## config.mk

```make
export PLATFORM = sky130hd
export DESIGN_NAME = ttlc_ram
export DESIGN_NICKNAME = d
export VERILOG_FILES = /design/src/ttlc_ram.sv
export SDC_FILE = /design/constraint.sdc
export NUM_CORES = 2
export LEC_CHECK = 0
export BUFFER_PORTS_ARGS = -buffer_cell sky130_fd_sc_hd__buf_2
export CAP_MARGIN = 20
export CELL_PAD_IN_SITES_DETAIL_PLACEMENT = 1
export CELL_PAD_IN_SITES_GLOBAL_PLACEMENT = 1
export CORE_UTILIZATION = 55
export CTS_CLUSTER_DIAMETER = 60
export DETAILED_ROUTE_END_ITERATION = 16
export PLACE_DENSITY_LB_ADDON = 0.1
export SKIP_CTS_REPAIR_TIMING = 1
export SYNTH_ARGS = -nofsm -noshare
export SYNTH_HDL_FRONTEND = slang
export SYNTH_SLANG_ARGS = --single-unit
export TNS_END_PERCENT = 30
```

## constraint.sdc

```tcl
create_clock -name clk_i -period 3.7 [get_ports clk_i]
set_input_delay 0.185 -clock clk_i [delete_from_list [all_inputs] [get_ports clk_i]]
set_output_delay 0.185 -clock clk_i [all_outputs]
set_load 0.1 [all_outputs]
```

## src/ttlc_ram.sv

```systemverilog
// ----------------------------------------------------------------------------
// ttlc_ram: simple dual-port synchronous ram
// One write port, one read port, read data registered.
// ----------------------------------------------------------------------------
module ttlc_ram #(
  parameter int WIDTH = 32,
  parameter int DEPTH = 64,
  localparam int AW   = (DEPTH > 1) ? $clog2(DEPTH) : 1
) (
  input  logic             clk_i,
  input  logic             we_i,
  input  logic [AW-1:0]    waddr_i,
  input  logic [WIDTH-1:0] wdata_i,
  input  logic             re_i,
  input  logic [AW-1:0]    raddr_i,
  output logic [WIDTH-1:0] rdata_o
);

  logic [WIDTH-1:0] mem [DEPTH];

  // write port
  always_ff @(posedge clk_i) begin
    if (we_i) begin
      mem[waddr_i] <= wdata_i;
    end
  end

  // registered read port
  always_ff @(posedge clk_i) begin
    if (re_i) begin
      rdata_o <= mem[raddr_i];
    end
  end

endmodule

```

==> metrics.cfg <==
[synth]
yosysUniqueCellTypes=33
synth_cells=3324
syn_area_per_cell_um2=23.7
yosysTopAreaCellShare=0.792
seq_area_frac_synth=0.792
synth_top_cell_by_area=edfxtp_1
syn-num-nets=3371
synth.top_cells.by_area=edfxtp_1, mux4_2, mux2i_1
synth_area_um2=78800
ys_ff_latch=2080
synth-warning-count=0

[placement]
dpl.hpwl_mm=121
gp_congestion=0.806
portBuffers=78
place_area_um2=83100

[finish]
utilization=0.636
drive_gt1_frac=0.305
nets=3700
final_area_um2=90300
synthToLayoutAreaGrowth_pct=14.5

[timing]
hold_viol=0
setup_viol=0
post-route-period-util=0.696
clock.fmax_ghz=0.388
rsz0062_at_grt=no
fin_crit_ps=2570
setup_tns_ps=0
clock_skew_ps=35.6
worstMarginPinSlew_ps=1150
drv_slew=0
max_slew_margin=0.236

[route]
route.detailed.drc=0
viasPerCell=6.70
drt.antenna.violating_nets=0
firstDrtPassIters=5
num_vias=38300
drt_iter0_drc=4826
wirelength_mm=215
avgRoutedWirePerCell_um=37.6

[power_and_ir_drop]
power.density_nw_per_um2=544
ir_drop_mv=0.466
cellLeakagePower_nw=28.3

[setup_path]
r2r_slack_ps=1270
crit_arrival_ps=3120
start_kind=primary input
crit_type=in -> reg
end_kind=register
cp_max_fo=32
crit_required_ps=4250

[floorplan]
die_x_um=381
die_area_um2=145000
die_height_um=381
core_region_area_um2=142000
pin_count=79
start_util=0.555
row_count=138

[clock_tree]
clk_pin_slew_ps=60
clk_latency_ps=840
cts.sinks=2080
cts_tree=done
htreeDepth=4
root_buffer=clkbuf_16
clockBufferDepth=3
cts_buffers=201

[global_route]
antenna_found_initial=14
grt_pass1_vias=39700
grt_pass1_wl_mm=300
grt-ovfl-total=0
grt_use_total=0.299
grt_max_degree=72

[worst_hold_path]
hold_class=in -> reg

[run_status]
outcome=complete, no violations

[flow_run]
maxCapViolations=0

[sequential cells by signal, summed over array words and instances, names as in the netlist]
register and count:
mem 2048, rdata_o 32
[critical path, cell delays in order]
cell,delay [ps]
buf_8,320
buf_12,360
buf_4,330
mux4_2,530
mux4_2,530
o22ai_1,640
nor2_1,110
[through the flow]
step | setup WS [ps] | power [mW] | hold slack [ps] | std cells
detailed placement | 266 | 29.4 | 697 | 5289
global route | 1060 | 50.2 | 53.7 | 5716
global placement | 286 | 29.3 | 677 | 5289
floorplan | 355 | 28.2 | 284 | 3324
CTS | 1150 | 49.3 | -211 | 5665
finish | 1130 | 49.1 | 48.0 | 5720
[cell usage in the layout, fill, tap and decap left out, types with 52 or more instances in the layout]
cell       instances
mux4_2           544
buf_2             73
edfxtp_1        2080
nor2_1            75
clkbuf_16        207
buf_4            139
a21oi_1           62
clkbuf_1          52
buf_12            64
o22ai_1           84
mux2i_1           93
nor2_4            62
[final timing paths]
kind                                     to  startpoint  depth (start not counted)
worst max-delay path            rdata_o[28]  raddr_i[0]                          7
worst min-delay path             mem[43][2]  wdata_i[2]                          2
worst max register to register   rdata_o[5]   mem[5][5]                          6
worst min register to register   rdata_o[4]  mem[29][4]                          4
[per-layer routing]
layer | global-route usage | vias to the layer above | share of wire
met5 | 0 | - | 0.00029
met1 | 0.427 | 21000 | 0.40
met4 | 0.0899 | 10 | 0.028
met3 | 0.0562 | 330 | 0.089
li1 | - | 15000 | -
met2 | 0.478 | 2000 | 0.49
[cell type report]
| type | count | area (µm²) |
|---|---|---|
| Timing Repair Buffer | 308 | 3060 |
| Tap cell | 1890 | 2360 |
| Clock inverter | 117 | 1020 |
| Antenna cell | 4 | 10.0 |
| Fill cell | 11200 | 51700 |
| Multi-Input combinational cell | 1062 | 16000 |
| Sequential cell | 2080 | 62500 |
| Clock buffer | 259 | 5380 |
[synth_stat cells]
master and instances:
a22oi_1 12, or2_1 1, o221ai_1 27, or3b_1 2, nand4b_1 1, and2_1 2
or3_1 3, nor2_1 137, buf_1 21, clkbuf_1 74, and3_1 4, nand4_1 2
edfxtp_1 2080, buf_2 57, a31oi_1 1, mux4_2 544, nand3b_1 5, or2_2 1
nand2b_1 8, nand3_1 5, a311oi_1 8, o22ai_1 84, o32ai_1 4, buf_4 25
nor3_1 7, a41o_1 4, or3b_2 3, nor2b_1 15, buf_6 5, or2_0 1
mux2i_1 93, a21oi_1 62, nand2_1 26
[cells by family after synthesis]
kind of cell | Yosys count | synth area share
flip-flops | 2080 | 0.792
multiplexers | 637 | 0.167
AND/OR/NAND/NOR | 223 | 0.0126
AO/OA/AOI/OAI | 202 | 0.0167
buffers and inverters | 182 | 0.0112
[power breakdown]
part | internal [mW] | switching [mW] | leakage, nW
Combinational | 0.973 | 1.78 | 6.39
Sequential | 26.1 | 0.101 | 18.7
Clock | 11.4 | 8.72 | 3.14
(Power assumes the default switching activity.)
